--- src/rtl/core/tlapp_pkg.sv ---
`timescale 1ns / 1ps
// ----------------------------------------------------------------------------
// tlapp_pkg
// Shared types, widths and constants for the two-link arm position plotter.
// ----------------------------------------------------------------------------
package tlapp_pkg;

   localparam int MV_W       = 14;
   localparam int SLOPE_W    = 16;
   localparam int OFF_W      = 10;
   localparam int LEN_W      = 14;
   localparam int ANG_W      = 32;   // degrees, 16 fraction bits
   localparam int TRIG_W     = 32;   // Q30
   localparam int POS_W      = 16;   // Q8
   localparam int EXT_W      = 17;
   localparam int SPAN_W     = 18;
   localparam int DVD_W      = 29;   // span * grid size
   localparam int QUOT_W     = 10;   // widest grid index
   localparam int STEP_W     = 4;
   localparam int STATUS_W   = 3;
   localparam int REQ_W      = 32;

   localparam int DEF_GRID_COLS = 128;
   localparam int DEF_GRID_ROWS = 64;

   // result status codes
   localparam logic [STATUS_W-1:0] ST_DROP  = 3'd0;
   localparam logic [STATUS_W-1:0] ST_CAL   = 3'd1;
   localparam logic [STATUS_W-1:0] ST_PLOT  = 3'd2;
   localparam logic [STATUS_W-1:0] ST_OFF   = 3'd3;
   localparam logic [STATUS_W-1:0] ST_NOCAL = 3'd4;

   // register indexes
   localparam int CSR_IDX_W  = 3;
   localparam int CSR_DATA_W = 16;
   localparam logic [CSR_IDX_W-1:0] CSR_BASE_SLOPE   = 3'd0;
   localparam logic [CSR_IDX_W-1:0] CSR_BASE_OFFSET  = 3'd1;
   localparam logic [CSR_IDX_W-1:0] CSR_ELBOW_SLOPE  = 3'd2;
   localparam logic [CSR_IDX_W-1:0] CSR_ELBOW_OFFSET = 3'd3;
   localparam logic [CSR_IDX_W-1:0] CSR_UPPER_LEN    = 3'd4;
   localparam logic [CSR_IDX_W-1:0] CSR_LOWER_LEN    = 3'd5;

   // angle constants, degrees Q16
   localparam logic [32:0]        FULL_TURN    = 33'd23592960;
   localparam logic [32:0]        REDUCE_BIAS  = 33'd3019898880;  // 128 turns
   localparam logic signed [25:0] FULL_Q16     = 26'sd23592960;
   localparam logic signed [25:0] HALF_Q16     = 26'sd11796480;
   localparam logic signed [25:0] QUARTER_Q16  = 26'sd5898240;
   localparam logic signed [ANG_W-1:0] HALF_ANG = 32'sd11796480;

   localparam int CORDIC_STEPS = 17;
   localparam logic signed [32:0] CORDIC_K = 33'sd652032874;

   function automatic logic [21:0] atan_q16(input logic [4:0] i);
      logic [21:0] v;
      case (i)
         5'd0:    v = 22'd2949120;
         5'd1:    v = 22'd1740967;
         5'd2:    v = 22'd919879;
         5'd3:    v = 22'd466945;
         5'd4:    v = 22'd234379;
         5'd5:    v = 22'd117304;
         5'd6:    v = 22'd58671;
         5'd7:    v = 22'd29335;
         5'd8:    v = 22'd14668;
         5'd9:    v = 22'd7334;
         5'd10:   v = 22'd3667;
         5'd11:   v = 22'd1833;
         5'd12:   v = 22'd917;
         5'd13:   v = 22'd458;
         5'd14:   v = 22'd229;
         5'd15:   v = 22'd115;
         5'd16:   v = 22'd57;
         default: v = 22'd0;
      endcase
      return v;
   endfunction

   typedef struct packed {
      logic                     done;
      logic signed [TRIG_W-1:0] cos_q30;
      logic signed [TRIG_W-1:0] sin_q30;
   } cordic_res_type;

   typedef struct packed {
      logic              done;
      logic [QUOT_W-1:0] quot;
   } div_res_type;

endpackage

--- src/rtl/core/tlapp_cordic.sv ---
`timescale 1ns / 1ps
// ----------------------------------------------------------------------------
// tlapp_cordic
// Iterative sine/cosine: turn reduction, quadrant fold, 17 rotation steps.
// ----------------------------------------------------------------------------
module tlapp_cordic import tlapp_pkg::*; (
   input  logic                    clock,
   input  logic                    reset,
   input  logic                    start,
   input  logic signed [ANG_W-1:0] angle,
   output cordic_res_type          res
);

   localparam logic [1:0] C_IDLE = 2'd0;
   localparam logic [1:0] C_RED  = 2'd1;
   localparam logic [1:0] C_FOLD = 2'd2;
   localparam logic [1:0] C_ROT  = 2'd3;

   logic [1:0]        phase_ff, phase_in;
   logic [4:0]        step_ff, step_in;
   logic [32:0]       red_ff, red_in;
   logic signed [25:0] r_ff, r_in;
   logic signed [32:0] x_ff, x_in, y_ff, y_in;
   logic              neg_ff, neg_in;
   logic              done_ff, done_in;

   logic [32:0]        sub;
   logic signed [25:0] r0;
   logic signed [32:0] dx, dy;
   logic signed [25:0] at;
   logic signed [32:0] xo, yo;

   always_comb begin
      phase_in = phase_ff;
      step_in  = step_ff;
      red_in   = red_ff;
      r_in     = r_ff;
      x_in     = x_ff;
      y_in     = y_ff;
      neg_in   = neg_ff;
      done_in  = 1'b0;
      sub      = FULL_TURN << step_ff;
      r0       = $signed({1'b0, red_ff[24:0]});
      dx       = x_ff >>> step_ff;
      dy       = y_ff >>> step_ff;
      at       = $signed({4'b0, atan_q16(step_ff)});
      case (phase_ff)
         C_IDLE: begin
            if (start) begin
               red_in   = {angle[ANG_W-1], angle} + REDUCE_BIAS;
               step_in  = 5'd7;
               phase_in = C_RED;
            end
         end
         C_RED: begin
            if (red_ff >= sub) begin
               red_in = red_ff - sub;
            end
            if (step_ff == 5'd0) begin
               phase_in = C_FOLD;
            end else begin
               step_in = step_ff - 5'd1;
            end
         end
         C_FOLD: begin
            if (r0 >= HALF_Q16) begin
               r0 = r0 - FULL_Q16;
            end
            neg_in = 1'b0;
            if (r0 > QUARTER_Q16) begin
               r0     = r0 - HALF_Q16;
               neg_in = 1'b1;
            end else if (r0 < -QUARTER_Q16) begin
               r0     = r0 + HALF_Q16;
               neg_in = 1'b1;
            end
            r_in     = r0;
            x_in     = CORDIC_K;
            y_in     = '0;
            step_in  = 5'd0;
            phase_in = C_ROT;
         end
         C_ROT: begin
            if (r_ff >= 0) begin
               x_in = x_ff - dy;
               y_in = y_ff + dx;
               r_in = r_ff - at;
            end else begin
               x_in = x_ff + dy;
               y_in = y_ff - dx;
               r_in = r_ff + at;
            end
            if (step_ff == 5'(CORDIC_STEPS - 1)) begin
               done_in  = 1'b1;
               phase_in = C_IDLE;
            end else begin
               step_in = step_ff + 5'd1;
            end
         end
         default: phase_in = C_IDLE;
      endcase
   end

   always_ff @(posedge clock) begin
      if (reset) begin
         phase_ff <= C_IDLE;
         done_ff  <= 1'b0;
      end else begin
         phase_ff <= phase_in;
         done_ff  <= done_in;
      end
      step_ff <= step_in;
      red_ff  <= red_in;
      r_ff    <= r_in;
      x_ff    <= x_in;
      y_ff    <= y_in;
      neg_ff  <= neg_in;
   end

   assign xo          = neg_ff ? -x_ff : x_ff;
   assign yo          = neg_ff ? -y_ff : y_ff;
   assign res.done    = done_ff;
   assign res.cos_q30 = xo[TRIG_W-1:0];
   assign res.sin_q30 = yo[TRIG_W-1:0];

endmodule

--- src/rtl/core/tlapp_divider.sv ---
`timescale 1ns / 1ps
// ----------------------------------------------------------------------------
// tlapp_divider
// Restoring divider, one quotient bit a cycle, quotient known to fit steps.
// ----------------------------------------------------------------------------
module tlapp_divider import tlapp_pkg::*; (
   input  logic              clock,
   input  logic              reset,
   input  logic              start,
   input  logic [DVD_W-1:0]  dividend,
   input  logic [SPAN_W-1:0] divisor,
   input  logic [STEP_W-1:0] steps,
   output div_res_type       res
);

   logic              busy_ff, busy_in;
   logic              done_ff, done_in;
   logic [STEP_W-1:0] cnt_ff, cnt_in;
   logic [SPAN_W:0]   rem_ff, rem_in;
   logic [DVD_W-1:0]  dvd_ff, dvd_in;
   logic [QUOT_W-1:0] q_ff, q_in;
   logic [SPAN_W:0]   trial;
   logic [DVD_W-1:0]  high;

   always_comb begin
      busy_in = busy_ff;
      done_in = 1'b0;
      cnt_in  = cnt_ff;
      rem_in  = rem_ff;
      dvd_in  = dvd_ff;
      q_in    = q_ff;
      high    = dividend >> steps;
      trial   = {rem_ff[SPAN_W-1:0], dvd_ff[DVD_W-1]};
      if (start) begin
         busy_in = 1'b1;
         cnt_in  = steps;
         rem_in  = high[SPAN_W:0];
         dvd_in  = dividend << (5'(DVD_W) - {1'b0, steps});
         q_in    = '0;
      end else if (busy_ff) begin
         dvd_in = {dvd_ff[DVD_W-2:0], 1'b0};
         if (trial >= {1'b0, divisor}) begin
            rem_in = trial - {1'b0, divisor};
            q_in   = {q_ff[QUOT_W-2:0], 1'b1};
         end else begin
            rem_in = trial;
            q_in   = {q_ff[QUOT_W-2:0], 1'b0};
         end
         cnt_in = cnt_ff - 1'b1;
         if (cnt_ff == STEP_W'(1)) begin
            busy_in = 1'b0;
            done_in = 1'b1;
         end
      end
   end

   always_ff @(posedge clock) begin
      if (reset) begin
         busy_ff <= 1'b0;
         done_ff <= 1'b0;
      end else begin
         busy_ff <= busy_in;
         done_ff <= done_in;
      end
      cnt_ff <= cnt_in;
      rem_ff <= rem_in;
      dvd_ff <= dvd_in;
      q_ff   <= q_in;
   end

   assign res.done = done_ff;
   assign res.quot = q_ff;

endmodule

--- src/rtl/core/two_link_arm_position_plotter.sv ---
`timescale 1ns / 1ps
// ----------------------------------------------------------------------------
// two_link_arm_position_plotter
// Joint voltages to tip position, extent calibration and grid plotting.
// ----------------------------------------------------------------------------
// Path, accept to rsp_tvalid: a dropped sample goes straight to the output
//   register; calibrate and plot samples first form the tip position.
// The shared CORDIC sets most of it: per angle 8 reduce steps, 1 fold step and
//   17 rotate steps, two angles a word; each divide runs one step per quotient bit.
// Flow control: one word at a time; req_tready is low from accept until the
//   result is loaded.
// Reset: synchronous, active high; state, output valid and configuration registers
//   return to their reset values, and the calibration extents clear to zero, not yet valid.
// ----------------------------------------------------------------------------
module two_link_arm_position_plotter import tlapp_pkg::*; #(
   parameter int GRID_COLS = DEF_GRID_COLS,
   parameter int GRID_ROWS = DEF_GRID_ROWS,
   localparam int COL_W    = $clog2(GRID_COLS),
   localparam int ROW_W    = $clog2(GRID_ROWS),
   localparam int RSP_RAW  = 2 * POS_W + COL_W + ROW_W,
   localparam int RSP_W    = ((RSP_RAW + 7) / 8) * 8
) (
   input  logic                  clock,
   input  logic                  reset,
   // sample words
   input  logic                  req_tvalid,
   output logic                  req_tready,
   input  logic [REQ_W-1:0]      req_tdata,   // base_mv[13:0], elbow_mv[27:14]
   input  logic                  req_tuser,   // plot_mode
   // result words
   output logic                  rsp_tvalid,
   input  logic                  rsp_tready,
   output logic [RSP_W-1:0]      rsp_tdata,   // x_pos, y_pos, column, grid_row
   output logic [STATUS_W-1:0]   rsp_tuser,   // status
   // register writes
   input  logic                  csr_valid,
   output logic                  csr_ready,
   input  logic [CSR_IDX_W-1:0]  csr_index,
   input  logic [CSR_DATA_W-1:0] csr_data
);

   // sequencer states
   localparam logic [4:0] S_IDLE = 5'd0;
   localparam logic [4:0] S_MB   = 5'd1;   // base slope * mv
   localparam logic [4:0] S_ME   = 5'd2;   // elbow slope * mv
   localparam logic [4:0] S_ANG  = 5'd3;   // form elbow angle, start base CORDIC
   localparam logic [4:0] S_CB   = 5'd4;
   localparam logic [4:0] S_CE   = 5'd5;
   localparam logic [4:0] S_M1   = 5'd6;   // L1*cos base
   localparam logic [4:0] S_M2   = 5'd7;   // L2*cos elbow
   localparam logic [4:0] S_M3   = 5'd8;   // x done, L1*sin base
   localparam logic [4:0] S_M4   = 5'd9;   // L2*sin elbow
   localparam logic [4:0] S_M5   = 5'd10;  // y done, decide
   localparam logic [4:0] S_MN   = 5'd11;  // offset * grid size
   localparam logic [4:0] S_CK   = 5'd12;  // range check
   localparam logic [4:0] S_DV   = 5'd13;  // wait on divider
   localparam logic [4:0] S_FIN  = 5'd14;
   localparam logic [4:0] S_OUT  = 5'd15;

   localparam logic signed [49:0] ROUND_HALF = 50'sd536870912;

   // configuration
   logic [SLOPE_W-1:0]      base_slope_ff, elbow_slope_ff;
   logic signed [OFF_W-1:0] base_offset_ff, elbow_offset_ff;
   logic [LEN_W-1:0]        upper_len_ff, lower_len_ff;

   // calibration state
   logic signed [EXT_W-1:0] x_min_ff, x_min_in, x_max_ff, x_max_in;
   logic signed [EXT_W-1:0] y_min_ff, y_min_in, y_max_ff, y_max_in;
   logic                    ext_valid_ff, ext_valid_in;

   // datapath
   logic [4:0]               state_ff, state_in;
   logic signed [MV_W-1:0]   bmv_ff, bmv_in, emv_ff, emv_in;
   logic                     plot_ff, plot_in;
   logic signed [49:0]       prod_ff, prod_in, acc_ff, acc_in;
   logic signed [ANG_W-1:0]  ba_ff, ba_in, aa_ff, aa_in;
   logic signed [TRIG_W-1:0] cb_ff, cb_in, sb_ff, sb_in, ce_ff, ce_in, se_ff, se_in;
   logic signed [POS_W-1:0]  x_ff, x_in, y_ff, y_in;
   logic [COL_W-1:0]         col_ff, col_in;
   logic [ROW_W-1:0]         row_ff, row_in;
   logic                     axis_ff, axis_in;    // 0 column, 1 row
   logic                     on_ff, on_in;
   logic [STATUS_W-1:0]      status_ff, status_in;

   // output register
   logic                     rsp_valid_ff, rsp_valid_in;
   logic [STATUS_W-1:0]      rsp_status_ff, rsp_status_in;
   logic signed [POS_W-1:0]  rsp_x_ff, rsp_x_in, rsp_y_ff, rsp_y_in;
   logic [COL_W-1:0]         rsp_col_ff, rsp_col_in;
   logic [ROW_W-1:0]         rsp_row_ff, rsp_row_in;

   // shared multiplier operands
   logic signed [17:0]       mul_a;
   logic signed [31:0]       mul_b;

   logic                     req_fire;
   logic signed [SPAN_W-1:0] num_sel, span_sel;
   logic signed [EXT_W-1:0]  xe, ye;
   logic signed [ANG_W-1:0]  boff_q16, eoff_q16;

   logic                     cor_start;
   logic signed [ANG_W-1:0]  cor_angle;
   cordic_res_type           cor_res;
   logic                     div_start;
   logic [STEP_W-1:0]        div_steps;
   div_res_type              div_res;

   // rounds Q30 sum to Q8 with floor shift, then saturates
   function automatic logic signed [POS_W-1:0] to_q8(input logic signed [49:0] s);
      logic signed [49:0] t;
      logic signed [19:0] v;
      logic signed [POS_W-1:0] r;
      t = s + ROUND_HALF;
      v = 20'(t >>> 30);
      if (v > 20'sd32767) begin
         r = 16'sh7FFF;
      end else if (v < -20'sd32768) begin
         r = 16'sh8000;
      end else begin
         r = v[POS_W-1:0];
      end
      return r;
   endfunction

   assign req_tready = (state_ff == S_IDLE);
   assign req_fire   = req_tvalid && req_tready;
   assign csr_ready  = 1'b1;

   assign boff_q16 = {{(ANG_W - OFF_W - 16){base_offset_ff[OFF_W-1]}}, base_offset_ff, 16'b0};
   assign eoff_q16 = {{(ANG_W - OFF_W - 16){elbow_offset_ff[OFF_W-1]}}, elbow_offset_ff, 16'b0};
   assign xe       = EXT_W'(x_ff);
   assign ye       = EXT_W'(y_ff);
   assign num_sel  = axis_ff ? (SPAN_W'(ye) - SPAN_W'(y_min_ff))
                             : (SPAN_W'(xe) - SPAN_W'(x_min_ff));
   assign span_sel = axis_ff ? (SPAN_W'(y_max_ff) - SPAN_W'(y_min_ff))
                             : (SPAN_W'(x_max_ff) - SPAN_W'(x_min_ff));

   assign prod_in   = 50'(mul_a * mul_b);
   assign cor_angle = (state_ff == S_ANG) ? ba_ff : aa_ff;
   assign div_steps = axis_ff ? STEP_W'(ROW_W) : STEP_W'(COL_W);

   // sequencer
   always_comb begin
      state_in     = state_ff;
      bmv_in       = bmv_ff;
      emv_in       = emv_ff;
      plot_in      = plot_ff;
      acc_in       = acc_ff;
      ba_in        = ba_ff;
      aa_in        = aa_ff;
      cb_in        = cb_ff;
      sb_in        = sb_ff;
      ce_in        = ce_ff;
      se_in        = se_ff;
      x_in         = x_ff;
      y_in         = y_ff;
      col_in       = col_ff;
      row_in       = row_ff;
      axis_in      = axis_ff;
      on_in        = on_ff;
      status_in    = status_ff;
      x_min_in     = x_min_ff;
      x_max_in     = x_max_ff;
      y_min_in     = y_min_ff;
      y_max_in     = y_max_ff;
      ext_valid_in = ext_valid_ff;
      mul_a        = '0;
      mul_b        = '0;
      cor_start    = 1'b0;
      div_start    = 1'b0;
      rsp_valid_in  = rsp_valid_ff && !rsp_tready;
      rsp_status_in = rsp_status_ff;
      rsp_x_in      = rsp_x_ff;
      rsp_y_in      = rsp_y_ff;
      rsp_col_in    = rsp_col_ff;
      rsp_row_in    = rsp_row_ff;
      case (state_ff)
         S_IDLE: begin
            if (req_fire) begin
               bmv_in  = req_tdata[MV_W-1:0];
               emv_in  = req_tdata[2*MV_W-1:MV_W];
               plot_in = req_tuser;
               col_in  = '0;
               row_in  = '0;
               if ($signed(req_tdata[MV_W-1:0]) <= 0 ||
                   $signed(req_tdata[2*MV_W-1:MV_W]) <= 0) begin
                  status_in = ST_DROP;
                  x_in      = '0;
                  y_in      = '0;
                  state_in  = S_OUT;
               end else begin
                  state_in = S_MB;
               end
            end
         end
         S_MB: begin
            mul_a    = {2'b0, base_slope_ff};
            mul_b    = 32'(bmv_ff);
            state_in = S_ME;
         end
         S_ME: begin
            ba_in    = prod_ff[ANG_W-1:0] + boff_q16;
            mul_a    = {2'b0, elbow_slope_ff};
            mul_b    = 32'(emv_ff);
            state_in = S_ANG;
         end
         S_ANG: begin
            // absolute elbow = elbow + base - 180 degrees
            aa_in     = prod_ff[ANG_W-1:0] + eoff_q16 + ba_ff - HALF_ANG;
            cor_start = 1'b1;
            state_in  = S_CB;
         end
         S_CB: begin
            if (cor_res.done) begin
               cb_in     = cor_res.cos_q30;
               sb_in     = cor_res.sin_q30;
               cor_start = 1'b1;
               state_in  = S_CE;
            end
         end
         S_CE: begin
            if (cor_res.done) begin
               ce_in    = cor_res.cos_q30;
               se_in    = cor_res.sin_q30;
               state_in = S_M1;
            end
         end
         S_M1: begin
            mul_a    = {4'b0, upper_len_ff};
            mul_b    = cb_ff;
            state_in = S_M2;
         end
         S_M2: begin
            acc_in   = prod_ff;
            mul_a    = {4'b0, lower_len_ff};
            mul_b    = ce_ff;
            state_in = S_M3;
         end
         S_M3: begin
            x_in     = to_q8(acc_ff + prod_ff);
            mul_a    = {4'b0, upper_len_ff};
            mul_b    = sb_ff;
            state_in = S_M4;
         end
         S_M4: begin
            acc_in   = prod_ff;
            mul_a    = {4'b0, lower_len_ff};
            mul_b    = se_ff;
            state_in = S_M5;
         end
         S_M5: begin
            y_in = to_q8(acc_ff + prod_ff);
            if (!plot_ff) begin
               // calibrate: first sample seeds, later ones widen
               if (!ext_valid_ff) begin
                  x_min_in = xe;
                  x_max_in = xe;
                  y_min_in = EXT_W'(y_in);
                  y_max_in = EXT_W'(y_in);
                  ext_valid_in = 1'b1;
               end else begin
                  if (xe < x_min_ff) begin
                     x_min_in = xe;
                  end else if (xe > x_max_ff) begin
                     x_max_in = xe;
                  end
                  if (EXT_W'(y_in) < y_min_ff) begin
                     y_min_in = EXT_W'(y_in);
                  end else if (EXT_W'(y_in) > y_max_ff) begin
                     y_max_in = EXT_W'(y_in);
                  end
               end
               status_in = ST_CAL;
               state_in  = S_OUT;
            end else if (!ext_valid_ff || x_max_ff == x_min_ff || y_max_ff == y_min_ff) begin
               status_in = ST_NOCAL;
               state_in  = S_OUT;
            end else begin
               axis_in  = 1'b0;
               on_in    = 1'b1;
               state_in = S_MN;
            end
         end
         S_MN: begin
            mul_a    = num_sel;
            mul_b    = axis_ff ? 32'(GRID_ROWS) : 32'(GRID_COLS);
            state_in = S_CK;
         end
         S_CK: begin
            // negative offset truncates to zero while its magnitude is short of span
            if (prod_ff < 0) begin
               if (-prod_ff >= 50'(span_sel)) begin
                  on_in = 1'b0;
               end
               axis_in  = 1'b1;
               state_in = axis_ff ? S_FIN : S_MN;
            end else if (num_sel >= span_sel) begin
               on_in    = 1'b0;
               axis_in  = 1'b1;
               state_in = axis_ff ? S_FIN : S_MN;
            end else begin
               div_start = 1'b1;
               state_in  = S_DV;
            end
         end
         S_DV: begin
            if (div_res.done) begin
               if (axis_ff) begin
                  row_in   = div_res.quot[ROW_W-1:0];
                  state_in = S_FIN;
               end else begin
                  col_in   = div_res.quot[COL_W-1:0];
                  axis_in  = 1'b1;
                  state_in = S_MN;
               end
            end
         end
         S_FIN: begin
            status_in = on_ff ? ST_PLOT : ST_OFF;
            if (!on_ff) begin
               col_in = '0;
               row_in = '0;
            end
            state_in = S_OUT;
         end
         S_OUT: begin
            if (!rsp_valid_ff || rsp_tready) begin
               rsp_valid_in  = 1'b1;
               rsp_status_in = status_ff;
               rsp_x_in      = x_ff;
               rsp_y_in      = y_ff;
               rsp_col_in    = col_ff;
               rsp_row_in    = row_ff;
               state_in      = S_IDLE;
            end
         end
         default: state_in = S_IDLE;
      endcase
   end

   always_ff @(posedge clock) begin
      if (reset) begin
         state_ff        <= S_IDLE;
         rsp_valid_ff    <= 1'b0;
         ext_valid_ff    <= 1'b0;
         x_min_ff        <= '0;
         x_max_ff        <= '0;
         y_min_ff        <= '0;
         y_max_ff        <= '0;
         base_slope_ff   <= 16'd3932;
         base_offset_ff  <= -10'sd150;
         elbow_slope_ff  <= 16'd3932;
         elbow_offset_ff <= 10'sd30;
         upper_len_ff    <= 14'd2176;
         lower_len_ff    <= 14'd2176;
      end else begin
         state_ff     <= state_in;
         rsp_valid_ff <= rsp_valid_in;
         ext_valid_ff <= ext_valid_in;
         x_min_ff     <= x_min_in;
         x_max_ff     <= x_max_in;
         y_min_ff     <= y_min_in;
         y_max_ff     <= y_max_in;
         if (csr_valid && csr_ready) begin
            case (csr_index)
               CSR_BASE_SLOPE:   base_slope_ff   <= csr_data;
               CSR_BASE_OFFSET:  base_offset_ff  <= csr_data[OFF_W-1:0];
               CSR_ELBOW_SLOPE:  elbow_slope_ff  <= csr_data;
               CSR_ELBOW_OFFSET: elbow_offset_ff <= csr_data[OFF_W-1:0];
               CSR_UPPER_LEN:    upper_len_ff    <= csr_data[LEN_W-1:0];
               CSR_LOWER_LEN:    lower_len_ff    <= csr_data[LEN_W-1:0];
               default: ;
            endcase
         end
      end
      bmv_ff        <= bmv_in;
      emv_ff        <= emv_in;
      plot_ff       <= plot_in;
      prod_ff       <= prod_in;
      acc_ff        <= acc_in;
      ba_ff         <= ba_in;
      aa_ff         <= aa_in;
      cb_ff         <= cb_in;
      sb_ff         <= sb_in;
      ce_ff         <= ce_in;
      se_ff         <= se_in;
      x_ff          <= x_in;
      y_ff          <= y_in;
      col_ff        <= col_in;
      row_ff        <= row_in;
      axis_ff       <= axis_in;
      on_ff         <= on_in;
      status_ff     <= status_in;
      rsp_status_ff <= rsp_status_in;
      rsp_x_ff      <= rsp_x_in;
      rsp_y_ff      <= rsp_y_in;
      rsp_col_ff    <= rsp_col_in;
      rsp_row_ff    <= rsp_row_in;
   end

   tlapp_cordic u_cordic (
      .clock (clock),
      .reset (reset),
      .start (cor_start),
      .angle (cor_angle),
      .res   (cor_res)
   );

   tlapp_divider u_divider (
      .clock    (clock),
      .reset    (reset),
      .start    (div_start),
      .dividend (prod_ff[DVD_W-1:0]),
      .divisor  (span_sel),
      .steps    (div_steps),
      .res      (div_res)
   );

   assign rsp_tvalid = rsp_valid_ff;
   assign rsp_tuser  = rsp_status_ff;
   assign rsp_tdata  = RSP_W'({rsp_row_ff, rsp_col_ff, rsp_y_ff, rsp_x_ff});

   // ---------------------------------------------------------------- checks
   a_one_at_a_time: assert property (@(posedge clock) disable iff (reset)
      req_fire |=> !req_tready)
      else $error("second word taken while busy");

   a_extents_ordered: assert property (@(posedge clock) disable iff (reset)
      ext_valid_ff |-> (x_min_ff <= x_max_ff && y_min_ff <= y_max_ff))
      else $error("calibration extents out of order");

   a_drop_zero: assert property (@(posedge clock) disable iff (reset)
      (rsp_valid_ff && rsp_status_ff == ST_DROP) |->
         (rsp_x_ff == 0 && rsp_y_ff == 0 && rsp_col_ff == 0 && rsp_row_ff == 0))
      else $error("dropped sample carries data");

   a_grid_bound: assert property (@(posedge clock) disable iff (reset)
      (rsp_valid_ff && rsp_status_ff == ST_PLOT) |->
         (32'(rsp_col_ff) < GRID_COLS && 32'(rsp_row_ff) < GRID_ROWS))
      else $error("plotted point beyond grid");

endmodule

--- config.mk ---
export PLATFORM = sky130hd
export DESIGN_NAME = two_link_arm_position_plotter
export DESIGN_NICKNAME = d
export VERILOG_FILES = /design/src/rtl/core/tlapp_pkg.sv /design/src/rtl/core/tlapp_cordic.sv /design/src/rtl/core/tlapp_divider.sv /design/src/rtl/core/two_link_arm_position_plotter.sv
export SDC_FILE = /design/constraint.sdc
export NUM_CORES = 2
export LEC_CHECK = 0
export ABC_CLOCK_PERIOD_IN_PS = 11450
export BUFFER_PORTS_ARGS = -buffer_cell sky130_fd_sc_hd__buf_2
export CAP_MARGIN = 40
export CORE_ASPECT_RATIO = 1.75
export CORE_MARGIN = 2
export CORE_UTILIZATION = 40
export CTS_BUF_LIST = sky130_fd_sc_hd__clkbuf_4 sky130_fd_sc_hd__clkbuf_8
export DETAILED_ROUTE_END_ITERATION = 12
export MAX_ROUTING_LAYER = met4
export PLACE_DENSITY = 0.6
export SYNTH_ARGS = -nofsm -noshare
export SYNTH_HDL_FRONTEND = slang
export SYNTH_HIERARCHICAL = 1
export SYNTH_SLANG_ARGS = --single-unit
export TNS_END_PERCENT = 5
--- constraint.sdc ---
create_clock -name clock -period 11.45 [get_ports clock]
set_clock_uncertainty 0.05 [all_clocks]
set_input_delay 1.145 -clock clock [delete_from_list [all_inputs] [get_ports clock]]
set_output_delay 1.145 -clock clock [all_outputs]
set_load 0.05 [all_outputs]
Word-level counts from Yosys, hierarchy flattened. Memory sizes are Yosys's and may differ from the RTL's. A register that Yosys moved wholly into a read port is not among the register bits. Cells that the tools add are included.

Flip-flop bits (word level): 768. Bits in latches: 0. RAM bits: 0. Memory bits (read-only): 704. Word-level logic and storage cells: 320. Memories: 1.

Memories: (no name shown) (words 32, bits a word 22, rd ports 1, clocked after Yosys merged registers in 1, wr ports 0, RTL line tlapp_pkg.sv:56) `case (i)`.

$add $sub $neg: 29. Multiply operators: 1. Divide/modulo/power cells: 0. Order comparisons: 17. Eq/ne operators: 53. Shift-type cells: 5. Multiplexer cells: 109. Bitwise logic cells: 3. Reduce and logical (&&, ||, !) cells: 52.

Operators with widths (number): one-hot mux 32 bit (7 select lines) (1); one-hot mux 33 bit (2 select lines) (3); 2-to-1 mux 17 bit (10); 2-to-1 mux 33 bit (4); 2-to-1 mux 26 bit (5); subtractor 33 bit (3); adder 32 bit (3); 2-to-1 mux 32 bit (3); 2-to-1 mux 18 bit (5); one-hot mux 18 bit (5 select lines) (1); 2-to-1 mux 16 bit (5); one-hot mux 5 bit (16 select lines) (1); adder 33 bit (2); >>> shifter 33 x 5 -> 33 bit (2); negator 32 bit (2); one-hot mux 16 bit (2 select lines) (2); 2-to-1 mux 29 bit (2); one-hot mux 26 bit (2 select lines) (1); adder 50 x 31 -> 50 bit, second input constant (1); adder 50 bit (1); >= comparator 50 x 18 -> 1 bit (1); < comparator 50 x 1 -> 1 bit, second input constant (1); multiplier 18 x 32 -> 50 bit (1); negator 50 bit (1); other kinds (74) (208).

Logic depth before layout (Yosys ltp).
Word-level depth: 10. Depth in mapped cells: 39. Mapped depth without buffers: 37.

Hierarchy. Netlist, hierarchy kept.

Modules (own cells, without submodules): two_link_arm_position_plotter (times used 1, cells an instance 5269, area each 51787.2 um^2, seq. area each 15084.5 um^2); tlapp_cordic (times used 1, cells an instance 2241, area each 19461.2 um^2, seq. area each 4434.3 um^2); tlapp_divider (times used 1, cells an instance 656, area each 6366.1 um^2, seq. area each 1771.7 um^2).

Worst setup path before layout. Ideal clock, no wire load.

Path type: register to register. Start: register state_ff[1]. End: register prod_ff[48]. Arrival time: 9264 ps. Path slack: 2009 ps. Stages on the path, launching flop included: 32. Path buffers: 4. Path through: dfxtp_1 > clkbuf_1 > or2_2 > clkbuf_1 > o22ai_1 > clkbuf_1 > a221o_1 > clkbuf_1 > nand2_1 > fa_1 > inv_1 > fa_1 > inv_1 > fa_1 > inv_1 > fa_1 > fa_1 > inv_1 > fa_1 > inv_1 > ha_1 > o21a_1 > o21ai_0 > nand2b_1 > a311o_1 > nor2_1 > a2111oi_0 > o41a_1 > a21o_1 > a21oi_1 > o21ai_0 > xor2_1.

Longest elaborated chain between the ends: 4.

Ends and longest elaborated chain: from (decl) (RTL line two_link_arm_position_plotter.sv:73) `logic [4:0] state_ff, state_in;`; from (signal assigned) (RTL line two_link_arm_position_plotter.sv:358) `state_ff <= state_in;`; equality test 5 x 4 -> 1 bit / equality test 5 x 3 -> 1 bit (equally long branches) (RTL line two_link_arm_position_plotter.sv:178) `case (state_ff)`; OR reduction 2 bit (no line); one-hot mux 18 bit (5 select lines) (RTL line two_link_arm_position_plotter.sv:178); multiplier 18 x 32 -> 50 bit * (RTL line two_link_arm_position_plotter.sv:139) `assign prod_in = 50'(mul_a * mul_b);`; net prod_in[48] (RTL line two_link_arm_position_plotter.sv:76) `logic signed [49:0] prod_ff, prod_in, acc_ff, acc_in;`; to (signal assigned) (RTL line two_link_arm_position_plotter.sv:380) `prod_ff <= prod_in;`; to (decl) (RTL line two_link_arm_position_plotter.sv:76).

The timed path passes the listed nets; every way through them passes the cells marked *. A chain may end at the register's enable or synchronous reset.

Worst setup path in the final report.
Start: register y_min_ff[0]. End: register prod_ff[47].

Longest elaborated chain between the ends: 4.

Ends and longest elaborated chain: from (decl) (RTL line two_link_arm_position_plotter.sv:69) `logic signed [EXT_W-1:0] y_min_ff, y_min_in, y_max_ff, y_max_in;`; from (signal assigned) (RTL line two_link_arm_position_plotter.sv:363) `y_min_ff <= y_min_in;`; subtractor 16 x 17 -> 18 bit (RTL line two_link_arm_position_plotter.sv:134) `assign num_sel = axis_ff ? (SPAN_W'(ye) - SPAN_W'(y_min_ff))`; 2-to-1 mux 18 bit (RTL line two_link_arm_position_plotter.sv:134); one-hot mux 18 bit (5 select lines) (RTL line two_link_arm_position_plotter.sv:178); multiplier 18 x 32 -> 50 bit (RTL line two_link_arm_position_plotter.sv:139); net prod_in[47] (RTL line two_link_arm_position_plotter.sv:76).

The timed path passes the listed nets, and every way through them passes these cells.

==> impl_metrics.toml <==
[final_layout]
fin_nets = 9564
final_area_um2 = 84800
drive_above_1_share_pct = 10.86
area_delta_synth_final_pct = 9.396

[global_routing]
grt_max_degree = 105
grt-ovfl-total = 0
antenna_found_initial = 12
grt_pass1_wl_um = 404000
grt_usage_pct = 28.39
grt_pass1_vias = 65600

[drt]
routed_wl_um = 274100
dr_total_vias = 62860
routed_via_density = 5.725
drt_first_iter_violations = 3861
drc = 0
dr.pass1.iters = 6
wl_per_cell_um = 24.96
final_antenna_net_count = 0

[setup_path]
reg2reg_from = "y_min_ff[0]"
crit_path_top_delay_cell = "fa_1"
r2r-end = "prod_ff[47]"
cp.arrival_ns = 11.17
critPathTopFamily = "compound AO/OA/AOI/OAI gates"
critical_path_peak_fanout = 26
critical_path_class = "reg2reg"
critPathMaxStageDelay_ns = 0.57
ff2ff_path_depth = 33
start_kind = "flip-flop"
cp-end-kind = "flip-flop"
r2r_slack_ns = 0.99
crit_top_cell = "fa_1"
cp.buffers_inverters = 4
cp_data_required_time_ns = 12.16

[placement]
gp_congestion = 1.020
post-place-ws_ns = 1.242
placed_cell_area_um2 = 81870
io_buffers = 102
hpwl_um = 220900

[sta]
setup_viol = 0
final_hold_viol_count = 0
holdWs_ns = 0.3708
min_period_over_period_pct = 91.32
rsz0062_at_grt = "false"
relSlewSlack_pct = 27.60
drv_slew = 0
final.min_clock_period_ns = 10.46
fmax_mhz = 95.64
worstMarginPinSlew_ns = 1.086
setup_ws_ns = 0.9937
finalSetupTns_ns = 0

[floorplan]
die_area_um2 = 197500
chipHeight_um = 586.3
boundaryPins = 111
die-width_um = 336.8
design.core.area_um2 = 192400
initial_utilization_pct = 40.28
rows = 213

[cts]
cts_resized = 0
cts_setup_buffers = 0
worstSkewPairLatency_ns = 0.92
cts_tree = "yes"
cts_made_buffers = 142
cts_hold_buf = 0
clockBufferDepth = 4
clock-root-buffer = "clkbuf_8"
cts_sinks = 785
cts.clk_slew.worst_paths_ns = 0.07
cts_max_level = 4

[power_and_ir_drop]
p_total_uw = 26560
ir_drop_uv = 250.5
p_leak_uw = 0.03536
power_density_nw_per_um2 = 313.2

[min_path]
hp-class = "reg2reg"
hold_start = "row_ff[2]"
holdPathEnd = "rsp_row_ff[2]"
hold_path_depth = 0

[synthesis]
synthCells = 8157
avgSynthCellArea_um2 = 9.503
netlist_area_um2 = 77510
yosysWarnings = 6

[flow_run]
cap_violations = 0

[outcome]
status = "completed"
worst max path at each step:
stage / from / to / slack (ns) / depth (start not counted)
finish: y_min_ff[0] / prod_ff[47] / 0.99 / 33
global route: x_ff[0] / prod_ff[49] / 0.48 / 37
CTS: y_min_ff[0] / prod_ff[47] / 1.06 / 34
detailed placement: y_min_ff[0] / prod_ff[47] / 1.24 / 34
global placement: y_min_ff[0] / prod_ff[47] / 1.25 / 34
floorplan: state_ff[1] / prod_ff[48] / 2.01 / 31
layer usage:
layer / vias to the layer above / share of wire [%] / global-route usage (%)
met5: - / 0 / -
li1: 28700 / - / -
met2: 2079 / 52 / 51.40
met1: 31080 / 33 / 26.10
met4: 0 / 11 / 24.91
met3: 1000 / 4.4 / 3.458
through the flow:
stage	utilization [%]	cells
finish	44.07	10980
global placement	42.24	10670
CTS	44.03	10960
global route	44.06	10970
floorplan	-	8196
detailed placement	42.55	10710
power by group:
part	internal (uW)	switching (uW)
logic	7310	12200
registers	3820	421
clock network	1520	1300
registers in the layout, indices dropped and copies added (netlist names), 18 cells and up:
name / cells
acc_ff: 50
prod_ff: 50
u_cordic/red_ff: 33
sb_ff: 32
u_cordic/x_ff: 33
u_divider/rem_ff: 18
ba_ff: 32
u_cordic/r_ff: 26
u_cordic/y_ff: 33
u_cordic/at: 22
ce_ff: 32
se_ff: 32
u_divider/dvd_ff: 29
cb_ff: 32
aa_ff: 32
final cells by class:
cell class,count,area [um^2]
Antenna cell,16,40.04
Clock buffer,196,2447
Clock inverter,51,407.9
Fill cell,18720,107600
Inverter,942,3538
Multi-Input combinational cell,6089,51440
Sequential cell,785,21230
Tap cell,2580,3228
Timing Repair Buffer,322,2460
cells in the final DEF (no fill, tap or decap), types with 45 or more instances in the layout:
| master | count |
|---|---|
| edfxtp_1 | 551 |
| and2_1 | 108 |
| nand3_1 | 119 |
| a21o_1 | 156 |
| nand2b_1 | 89 |
| a21oi_1 | 399 |
| a211oi_1 | 62 |
| inv_1 | 933 |
| dfxtp_1 | 234 |
| fa_1 | 579 |
| mux2_2 | 119 |
| mux4_2 | 118 |
| xor2_1 | 142 |
| nor2b_1 | 98 |
| nand2_1 | 868 |
| o21ai_0 | 323 |
| o21a_1 | 70 |
| o31ai_1 | 58 |
| mux2i_1 | 144 |
| xnor2_1 | 293 |
| ha_1 | 644 |
| buf_2 | 110 |
| nor2_1 | 571 |
| or3_1 | 56 |
| nor3_1 | 116 |
| a22oi_1 | 97 |
| and3_1 | 51 |
| buf_4 | 179 |
| clkbuf_8 | 156 |
| nand4_1 | 73 |
| a31oi_1 | 45 |
Power figures use the tool's default switching activity.
